## src/hdl/srg_pkg.sv

```systemverilog
// Shared types and constants for the subtractive random generator.
`default_nettype none

package srg_pkg;

	localparam int LAG_WORDS    = 55;
	localparam int SCATTER      = 21;
	localparam int LAG_OFFSET   = 30;
	localparam int SECOND_START = 31;
	localparam int IDX_W        = 6;
	localparam int WORD_W       = 30;
	localparam int SEED_W       = 28;

	localparam logic [SEED_W-1:0] SEED_BASE  = 28'd161803398;
	localparam logic [SEED_W-1:0] SEED_RESET = 28'd996;
	localparam logic [WORD_W-1:0] MODULUS    = 30'd1000000000;

	typedef logic [WORD_W-1:0] word_t;
	typedef logic [IDX_W-1:0]  idx_t;

	typedef enum logic [2:0] {
		ST_IDLE,
		ST_SEED_INIT,
		ST_SEED_FILL,
		ST_WARM_RD,
		ST_WARM_WR,
		ST_DRAW_RD,
		ST_DRAW_WR
	} state_t;

	typedef struct packed {
		logic seed_load;
		logic fill_step;
		logic warm_rd;
		logic warm_wr;
		logic draw_rd;
		logic draw_wr;
	} cmd_t;

	typedef struct packed {
		logic fill_last;
		logic warm_last;
		logic out_free;
		idx_t ptr_first;
		idx_t ptr_second;
	} status_t;

endpackage

`default_nettype wire

```

## src/hdl/srg_ram.sv

```systemverilog
// Generic RAM: one write port, two registered read ports with enable.
`default_nettype none

module srg_ram #(
	parameter int WIDTH = 30,
	parameter int DEPTH = 55,
	localparam int AW = $clog2(DEPTH)
) (
	input  wire logic             clk,
	input  wire logic             wr_en,
	input  wire logic [AW-1:0]    wr_addr,
	input  wire logic [WIDTH-1:0] wr_data,
	input  wire logic             rd_en,
	input  wire logic [AW-1:0]    rd_addr_a,
	input  wire logic [AW-1:0]    rd_addr_b,
	output logic      [WIDTH-1:0] rd_data_a,
	output logic      [WIDTH-1:0] rd_data_b
);

	logic [WIDTH-1:0] mem_q [DEPTH];
	logic [WIDTH-1:0] rd_a_q;
	logic [WIDTH-1:0] rd_b_q;

	always_ff @(posedge clk) begin
		if (wr_en) begin
			mem_q[wr_addr] <= wr_data;
		end
		if (rd_en) begin
			rd_a_q <= mem_q[rd_addr_a];
			rd_b_q <= mem_q[rd_addr_b];
		end
	end

	assign rd_data_a = rd_a_q;
	assign rd_data_b = rd_b_q;

endmodule

`default_nettype wire

```

## src/hdl/srg_ctrl.sv

```systemverilog
// Sequencer for seeding, warm-up passes and draws.
`default_nettype none

module srg_ctrl import srg_pkg::*; (
	input  wire logic    clk,
	input  wire logic    arst_n,
	input  wire logic    in_valid,
	input  wire logic    restart,
	output logic         in_stall,
	input  wire status_t st,
	output cmd_t         cmd
);

	state_t state_q;
	state_t state_nxt;
	logic   seeded_q;

	always_comb begin
		state_nxt = state_q;
		unique case (state_q)
			ST_IDLE: begin
				if (in_valid) begin
					state_nxt = (restart || !seeded_q) ? ST_SEED_INIT : ST_DRAW_RD;
				end
			end
			ST_SEED_INIT: state_nxt = ST_SEED_FILL;
			ST_SEED_FILL: begin
				if (st.fill_last) begin
					state_nxt = ST_WARM_RD;
				end
			end
			ST_WARM_RD: state_nxt = ST_WARM_WR;
			ST_WARM_WR: begin
				state_nxt = st.warm_last ? ST_DRAW_RD : ST_WARM_RD;
			end
			ST_DRAW_RD: state_nxt = ST_DRAW_WR;
			ST_DRAW_WR: begin
				if (st.out_free) begin
					state_nxt = ST_IDLE;
				end
			end
			default: state_nxt = ST_IDLE;
		endcase
	end

	always_comb begin
		cmd      = '0;
		in_stall = 1'b1;
		unique case (state_q)
			ST_IDLE:      in_stall = 1'b0;
			ST_SEED_INIT: cmd.seed_load = 1'b1;
			ST_SEED_FILL: cmd.fill_step = 1'b1;
			ST_WARM_RD:   cmd.warm_rd = 1'b1;
			ST_WARM_WR:   cmd.warm_wr = 1'b1;
			ST_DRAW_RD:   cmd.draw_rd = 1'b1;
			ST_DRAW_WR:   cmd.draw_wr = st.out_free;
			default:      in_stall = 1'b1;
		endcase
	end

	always_ff @(posedge clk or negedge arst_n) begin
		if (!arst_n) begin
			state_q  <= ST_IDLE;
			seeded_q <= 1'b0;
		end else begin
			state_q <= state_nxt;
			if (state_q == ST_WARM_WR && st.warm_last) begin
				seeded_q <= 1'b1;
			end
		end
	end

endmodule

`default_nettype wire

```

## src/hdl/srg_dp.sv

```systemverilog
// Datapath: seed register, lag table, pointers, loop counters, output word.
`default_nettype none

module srg_dp import srg_pkg::*; (
	input  wire logic              clk,
	input  wire logic              arst_n,
	input  wire logic              cfg_write,
	input  wire logic [SEED_W-1:0] cfg_data,
	input  wire cmd_t              cmd,
	output status_t                st,
	input  wire logic              out_stall,
	output logic                   out_valid,
	output logic      [WORD_W-1:0] value
);

	function automatic word_t sub_mod(input word_t a, input word_t b);
		logic [WORD_W:0] d;
		d = {1'b0, a} - {1'b0, b};
		if (d[WORD_W]) begin
			d = d + {1'b0, MODULUS};
		end
		return d[WORD_W-1:0];
	endfunction

	function automatic idx_t advance(input idx_t p);
		return (p >= IDX_W'(LAG_WORDS)) ? IDX_W'(1) : p + IDX_W'(1);
	endfunction

	logic [SEED_W-1:0] seed_q;
	logic [SEED_W-1:0] seed_sat;
	word_t             prev0;

	word_t      prev_q, next_q, value_q;
	idx_t       slot_q, step_q, ptr_first_q, ptr_second_q;
	logic [1:0] pass_q;
	logic       out_valid_q;

	logic [IDX_W:0] slot_sum, part_sum;
	idx_t           slot_nxt, partner, first_nxt, second_nxt;

	logic  wr_en, rd_en;
	idx_t  wr_addr, rd_addr_a, rd_addr_b;
	word_t wr_data, rd_data_a, rd_data_b, diff;

	assign seed_sat = (seed_q > SEED_BASE) ? SEED_BASE : seed_q;
	assign prev0    = WORD_W'(SEED_BASE - seed_sat);

	// 21*i mod 55 scatter, stepped by addition
	assign slot_sum = {1'b0, slot_q} + (IDX_W+1)'(SCATTER);
	assign slot_nxt = (slot_sum >= (IDX_W+1)'(LAG_WORDS))
		? IDX_W'(slot_sum - (IDX_W+1)'(LAG_WORDS)) : IDX_W'(slot_sum);

	// RAM address of word 1 + (i+30) mod 55
	assign part_sum = {1'b0, step_q} + (IDX_W+1)'(LAG_OFFSET);
	assign partner  = (part_sum >= (IDX_W+1)'(LAG_WORDS))
		? IDX_W'(part_sum - (IDX_W+1)'(LAG_WORDS)) : IDX_W'(part_sum);

	assign first_nxt  = advance(ptr_first_q);
	assign second_nxt = advance(ptr_second_q);

	assign rd_en     = cmd.warm_rd | cmd.draw_rd;
	assign rd_addr_a = cmd.draw_rd ? first_nxt - IDX_W'(1) : step_q - IDX_W'(1);
	assign rd_addr_b = cmd.draw_rd ? second_nxt - IDX_W'(1) : partner;

	assign diff  = sub_mod(rd_data_a, rd_data_b);
	assign wr_en = cmd.seed_load | cmd.fill_step | cmd.warm_wr | cmd.draw_wr;

	always_comb begin
		priority if (cmd.seed_load) begin
			wr_addr = IDX_W'(LAG_WORDS - 1);
			wr_data = prev0;
		end else if (cmd.fill_step) begin
			wr_addr = slot_q - IDX_W'(1);
			wr_data = next_q;
		end else if (cmd.warm_wr) begin
			wr_addr = step_q - IDX_W'(1);
			wr_data = diff;
		end else begin
			wr_addr = ptr_first_q - IDX_W'(1);
			wr_data = diff;
		end
	end

	srg_ram #(
		.WIDTH(WORD_W),
		.DEPTH(LAG_WORDS)
	) u_table (
		.clk      (clk),
		.wr_en    (wr_en),
		.wr_addr  (wr_addr),
		.wr_data  (wr_data),
		.rd_en    (rd_en),
		.rd_addr_a(rd_addr_a),
		.rd_addr_b(rd_addr_b),
		.rd_data_a(rd_data_a),
		.rd_data_b(rd_data_b)
	);

	always_ff @(posedge clk or negedge arst_n) begin
		if (!arst_n) begin
			seed_q       <= SEED_RESET;
			ptr_first_q  <= '0;
			ptr_second_q <= IDX_W'(SECOND_START);
			step_q       <= '0;
			pass_q       <= '0;
			slot_q       <= '0;
			out_valid_q  <= 1'b0;
		end else begin
			if (cfg_write) begin
				seed_q <= cfg_data;
			end
			if (cmd.seed_load) begin
				slot_q <= IDX_W'(SCATTER);
				step_q <= IDX_W'(1);
			end
			if (cmd.fill_step) begin
				slot_q <= slot_nxt;
				if (st.fill_last) begin
					step_q <= IDX_W'(1);
					pass_q <= '0;
				end else begin
					step_q <= step_q + IDX_W'(1);
				end
			end
			if (cmd.warm_wr) begin
				if (step_q == IDX_W'(LAG_WORDS)) begin
					step_q <= IDX_W'(1);
					pass_q <= pass_q + 2'd1;
				end else begin
					step_q <= step_q + IDX_W'(1);
				end
				if (st.warm_last) begin
					ptr_first_q  <= '0;
					ptr_second_q <= IDX_W'(SECOND_START);
				end
			end
			if (cmd.draw_rd) begin
				ptr_first_q  <= first_nxt;
				ptr_second_q <= second_nxt;
			end
			if (cmd.draw_wr) begin
				out_valid_q <= 1'b1;
			end else if (!out_stall) begin
				out_valid_q <= 1'b0;
			end
		end
	end

	always_ff @(posedge clk) begin
		if (cmd.seed_load) begin
			prev_q <= prev0;
			next_q <= WORD_W'(1);
		end else if (cmd.fill_step) begin
			prev_q <= next_q;
			next_q <= sub_mod(prev_q, next_q);
		end
		if (cmd.draw_wr) begin
			value_q <= diff;
		end
	end

	assign st.fill_last  = (step_q == IDX_W'(LAG_WORDS - 1));
	assign st.warm_last  = (step_q == IDX_W'(LAG_WORDS)) && (pass_q == 2'd3);
	assign st.out_free   = !out_valid_q || !out_stall;
	assign st.ptr_first  = ptr_first_q;
	assign st.ptr_second = ptr_second_q;

	assign out_valid = out_valid_q;
	assign value     = value_q;

endmodule

`default_nettype wire

```

## src/hdl/subtractive_random_generator_core.sv

```systemverilog
// Subtractive lagged random generator, modulus 10^9, 55-word table.
// Input channel: in_valid/in_stall with one word carrying restart. Each
// accepted word asks for one draw; restart set (or no seed yet) reseeds first.
// Output channel: out_valid/out_stall with value, an integer in [0, 10^9).
// Config: cfg_write loads cfg_data as the seed magnitude; it is used at the
// next reseed. Write it only while the block is idle.
// A plain draw reads the two lag words through the registered read ports
// of the two-port table RAM, then writes the difference back to the table
// and into the output register; the next word is taken once that is done.
// A reseed first writes the top word, then does 54 scatter fills, then
// 4 warm-up passes of 55 read/write pairs on the table RAM.
// Only one word is in flight; in_stall is high from acceptance until the
// result sits in the output register. If the receiver stalls, the result
// holds and the sequencer waits before writing the table.
// Reset (arst_n low) clears the pointers to 0 and 31, marks the table
// unseeded and sets the seed magnitude to 996. The table is not cleared.
`default_nettype none

module subtractive_random_generator_core import srg_pkg::*; (
	input  wire logic              clk,
	input  wire logic              arst_n,
	input  wire logic              cfg_write,
	input  wire logic [SEED_W-1:0] cfg_data,
	input  wire logic              in_valid,
	output logic                   in_stall,
	input  wire logic              restart,
	output logic                   out_valid,
	input  wire logic              out_stall,
	output logic      [WORD_W-1:0] value
);

	cmd_t    cmd;
	status_t st;

	srg_ctrl u_ctrl (
		.clk     (clk),
		.arst_n  (arst_n),
		.in_valid(in_valid),
		.restart (restart),
		.in_stall(in_stall),
		.st      (st),
		.cmd     (cmd)
	);

	srg_dp u_dp (
		.clk      (clk),
		.arst_n   (arst_n),
		.cfg_write(cfg_write),
		.cfg_data (cfg_data),
		.cmd      (cmd),
		.st       (st),
		.out_stall(out_stall),
		.out_valid(out_valid),
		.value    (value)
	);

`ifndef NO_ASSERTIONS
	// one word in flight: the cycle after acceptance the input is held off
	a_single_word: assert property (@(posedge clk) disable iff (!arst_n)
		(in_valid && !in_stall) |=> in_stall)
		else $error("second word accepted while busy");

	// a draw's table write-back always lands a word in the output register
	a_draw_out: assert property (@(posedge clk) disable iff (!arst_n)
		cmd.draw_wr |=> out_valid)
		else $error("draw written without output word");

	// the two pointers stay 31 apart modulo 55
	a_ptr_lag: assert property (@(posedge clk) disable iff (!arst_n)
		(st.ptr_second == st.ptr_first + IDX_W'(SECOND_START)) ||
		(st.ptr_second == st.ptr_first - IDX_W'(LAG_WORDS - SECOND_START)))
		else $error("pointer lag broken");
`endif

endmodule

`default_nettype wire

```

## config.mk

```make
export PLATFORM = sky130hd
export DESIGN_NAME = subtractive_random_generator_core
export DESIGN_NICKNAME = d
export VERILOG_FILES = /design/src/hdl/srg_pkg.sv /design/src/hdl/srg_ram.sv /design/src/hdl/srg_ctrl.sv /design/src/hdl/srg_dp.sv /design/src/hdl/subtractive_random_generator_core.sv
export SDC_FILE = /design/constraint.sdc
export NUM_CORES = 2
export LEC_CHECK = 0
export ABC_AREA = 1
export BUFFER_PORTS_ARGS = -buffer_cell sky130_fd_sc_hd__buf_2
export CAP_MARGIN = 20
export CORE_MARGIN = 4
export CORE_UTILIZATION = 40
export DETAILED_ROUTE_END_ITERATION = 10
export HOLD_SLACK_MARGIN = 0.02
export PLACE_DENSITY_LB_ADDON = 0.05
export SYNTH_ARGS = -nofsm -noshare
export SYNTH_HDL_FRONTEND = slang
export SYNTH_HIERARCHICAL = 1
export SYNTH_SLANG_ARGS = --single-unit
```

## constraint.sdc

```tcl
create_clock -name clk -period 5.2 [get_ports clk]
set_clock_uncertainty 0.1 [all_clocks]
set_input_delay 0 -clock clk [delete_from_list [all_inputs] [get_ports clk]]
set_output_delay 0 -clock clk [all_outputs]
set_load 0.05 [all_outputs]
```

==> summary.md <==
| Metric | Value |
|---|---|
| Status | completed |
| Buf/Inv on CP | 2 |
| Min Hold Slack | 0.07208 ns |
| Setup crit start | u_dp/u_table/rd_data_b[2] |
| CP Capture Type | register |
| Critical Path AT | 5.37 ns |
| Mapped Cells | 11.60k |
| CP peak stage delay | 0.70 ns |
| Cell with the most instances after synthesis | nand2_1 |
| Final Wtd Congestion | 0.9263 |
| Setup violations, final | 0 |
| Layout cells sized above 1 | 8.460% |
| Htree depth | 4 |
| Worst-path cell chain | inv_1, ha_1, a21oi_1, o21ai_2, nand2_1, nand2_2, nand2_1, nand2_1, nand2_1, nand2_1, ha_1, nand3b_1, nand3_1, nand2_1, nand2_1, nand2_1, nand2_1, nand3_1, nand2_1, nand2_1, nand2_1, nand3_2, buf_12 |
| Total Wirelength | 419,700 um |
| Met2 WL | 176,900 um |
| Syn Nets | 11.71k |
| Most used cell, CP | nand2_1 |
| Clk_lat worst skew | 0.89 ns |
| Worst-path maximum fanout | 32 |
| Core area | 246,800 um2 |
| Async SR Flop Fraction | 3.174% |
| #FFs+latches synth | 1,859 |
| Multi-input gate area | 39,200 um2 |
| Met1 wire length | 176,900 um |
| Max Clk Rate | 202.5 MHz |
| CTS tree | done |
| Slowest CP cell | edfxtp_1 |
| Routed length on met3 | 44,680 um |
| Via Count | 88.65k |
| Post-synthesis cell type count | 65 |
| Slew Viols, Final | 0 |
| Die ar. | 257,000 um2 |
| Cell family with most CP delay | simple AND/OR/NAND/NOR gates |
| Post-Syn Area | 99,560 um2 |
| Max_cap viols | 0 |
| Synth Area per Inst | 8.585 um2 |
| Die height | 506.9 um |
| Largest net degree at the start of global routing | 150 |
| Highest metal layer with signal wires | met5 |
| Slew headroom | 13.33% |
| Leading area contributor after synthesis | edfxtp_1 |
| Drt wl/cell | 27.74 um |
| Hold violation total from the final report | 0 |
| Final worst-path cycle share | 94.97% |
| Initial DRC count | 11.77k |
| DRC | 0 |
| Drt pass-1 iters | 8 |
| YS warnings | 6 |
| Final HPWL from detailed placement | 256,000 um |
| Startpoint Class | register |
| Initial Util | 40.33% |
| Actual slew at the worst max-slew pin | 1.300 ns |
| Synth top area share | 53.38% |
| Die X | 506.9 um |
| Synth area leaders | edfxtp_1 (53%), nand2_1 (17%), nand3_1 (14%) |
| Gr ovfl total | 0 |
| Post-synthesis sequential area ratio | 55.48% |
| IO buf count | 65 |
| TritonCTS Buffers | 214 |
| Critical path class | register to register |
| Post-synth EDFFs | 1,770 |
| Fillers | 23.64k |
| Final worst path period need | 4.938 ns |
| Top FF cell, synth | edfxtp_1 |
| Synth top cells by count | nand2_1 (4,469), nand3_1 (2,731), edfxtp_1 (1,770), inv_1 (413), nor2_1 (316) |
| Clock Tree Buf Depth | 3 |
| FF/Latch Area | 55,240 um2 |
| Num ports | 66 |
| Area delta synth->final | 13.53% |
| ANT nets after route | 0 |
| Worst-path clk slew | 0.06 ns |
| HP Class | input pin to asynchronous set/reset pin |
| CP required | 5.64 ns |
| Total GRT Usage | 31.72% |
| Via/cell ratio | 5.859 |
| RR Startpoint | u_dp/u_table/rd_data_b[2] |
| Antenna violations before repair | 24 |
| Root Driver | clkbuf_16 |
| Nets@finish | 11.74k |
| Clock Sinks | 1,859 |
| Vias in the first global route | 83.60k |
| Rows | 182 |
| First-pass GRT wire length | 598,100 um |
==> registers in the layout (all words and copies together) (netlist names) <==
register and count:
u_dp/ptr_first_q 6, u_dp/u_table/mem_q 1650, u_dp/slot_q 6, u_dp/pass_q 2, u_dp/out_valid 1, u_dp/value 30
u_dp/step_q 6, u_dp/prev_q 30, u_dp/u_table/rd_data_a 30, u_dp/seed_q 28, u_dp/next_q 30, u_dp/ptr_second_q 6
u_ctrl/state_q 3, u_ctrl/seeded_q 1, u_dp/u_table/rd_data_b 30
==> metrics by stage <==
stage / setup WS (ns) / area [um2] / instances / TNS (ns) / utilization, %
floorplan: 0.5896 / 99570 / 11600 / 0 / -
global placement: 0.1329 / 104700 / 14590 / 0 / 42.43
detailed placement: 0.1857 / 104800 / 14600 / 0 / 42.47
CTS: 0.1913 / 112900 / 15120 / 0 / 45.74
global route: -0.002414 / 113000 / 15120 / -0.004624 / 45.78
finish: 0.2616 / 113000 / 15130 / 0 / 45.79
==> cell usage in the layout (no fill, tap or decap), types with 20 or more instances in the layout <==
cell type	count
buf_2	65
buf_4	273
edfxtp_1	1770
nand3_1	2714
ha_1	79
nor3_1	22
inv_2	20
nor2_4	61
o22ai_1	20
a21oi_1	174
inv_1	409
dfxtp_1	30
nand4_1	47
nor2_1	259
clkbuf_16	216
o21ai_0	296
o21ai_1	72
xor2_1	42
nand2_2	55
nand2_1	4457
clkbuf_1	44
nand3_2	24
o211ai_1	57
buf_12	107
bufinv_16	20
clkinv_2	40
dlygate4sd3_1	117
clkinv_1	61
dfrtp_1	48
==> what timing repair did <==
action / 4_1_cts / 5_1_grt
resized for setup: 0 / 12
hold endpoints to repair: 121 / 0
hold buffers: 118 / 0
endpoints found under the setup margin: 0 / 8
setup buffers: 0 / 3
==> cell families after synthesis <==
group / synth area share [%]
and+or+nand+nor: 32.96
buffers and inverters: 5.968
xor gates and xnor gates: 0.5529
DFF: 55.48
muxes: 0.04524
AOI/OAI and AO/OA: 3.956
adders and majority gates: 1.033
==> cell type report <==
cell class                      count  area share (%)
Clock inverter                    139           1.143
Clock buffer                      262           4.952
Multi-Input combinational cell   8540           34.68
Antenna cell                       11         0.02435
Timing Repair Buffer              568           5.132
Tap cell                         3312           3.666
Inverter                          440           1.530
Sequential cell                  1859           48.87
==> final timing paths <==
check | slack, ns | end | depth (start not counted)
worst min register to register | 0.36 | u_ctrl/seeded_q | 2
worst max-delay path | 0.26 | u_dp/u_table/mem_q[25][27] | 23
worst max register to register | 0.26 | u_dp/u_table/mem_q[25][27] | 23
worst min-delay path | 0.07 | u_ctrl/seeded_q | 4
min in group clk | 0.24 | u_dp/seed_q[1] | 3
max in group asynchronous | 4.37 | u_dp/seed_q[7] | 4
==> routing by layer <==
metal / vias up / track usage, %
li1: 39610 / -
met1: 43280 / 45.04
met2: 4911 / 46.45
met3: 843 / 6.869
met4: 6 / 14.17
met5: - / 0
==> worst min-delay path, delay by kind of cell <==
kind / cells / cell delay, ns
buf+inv: 4 / 1.36
Power is left out: the tool's default activity adds up to more than one toggle a clock period on the data nets, which glitch-free logic cannot reach.
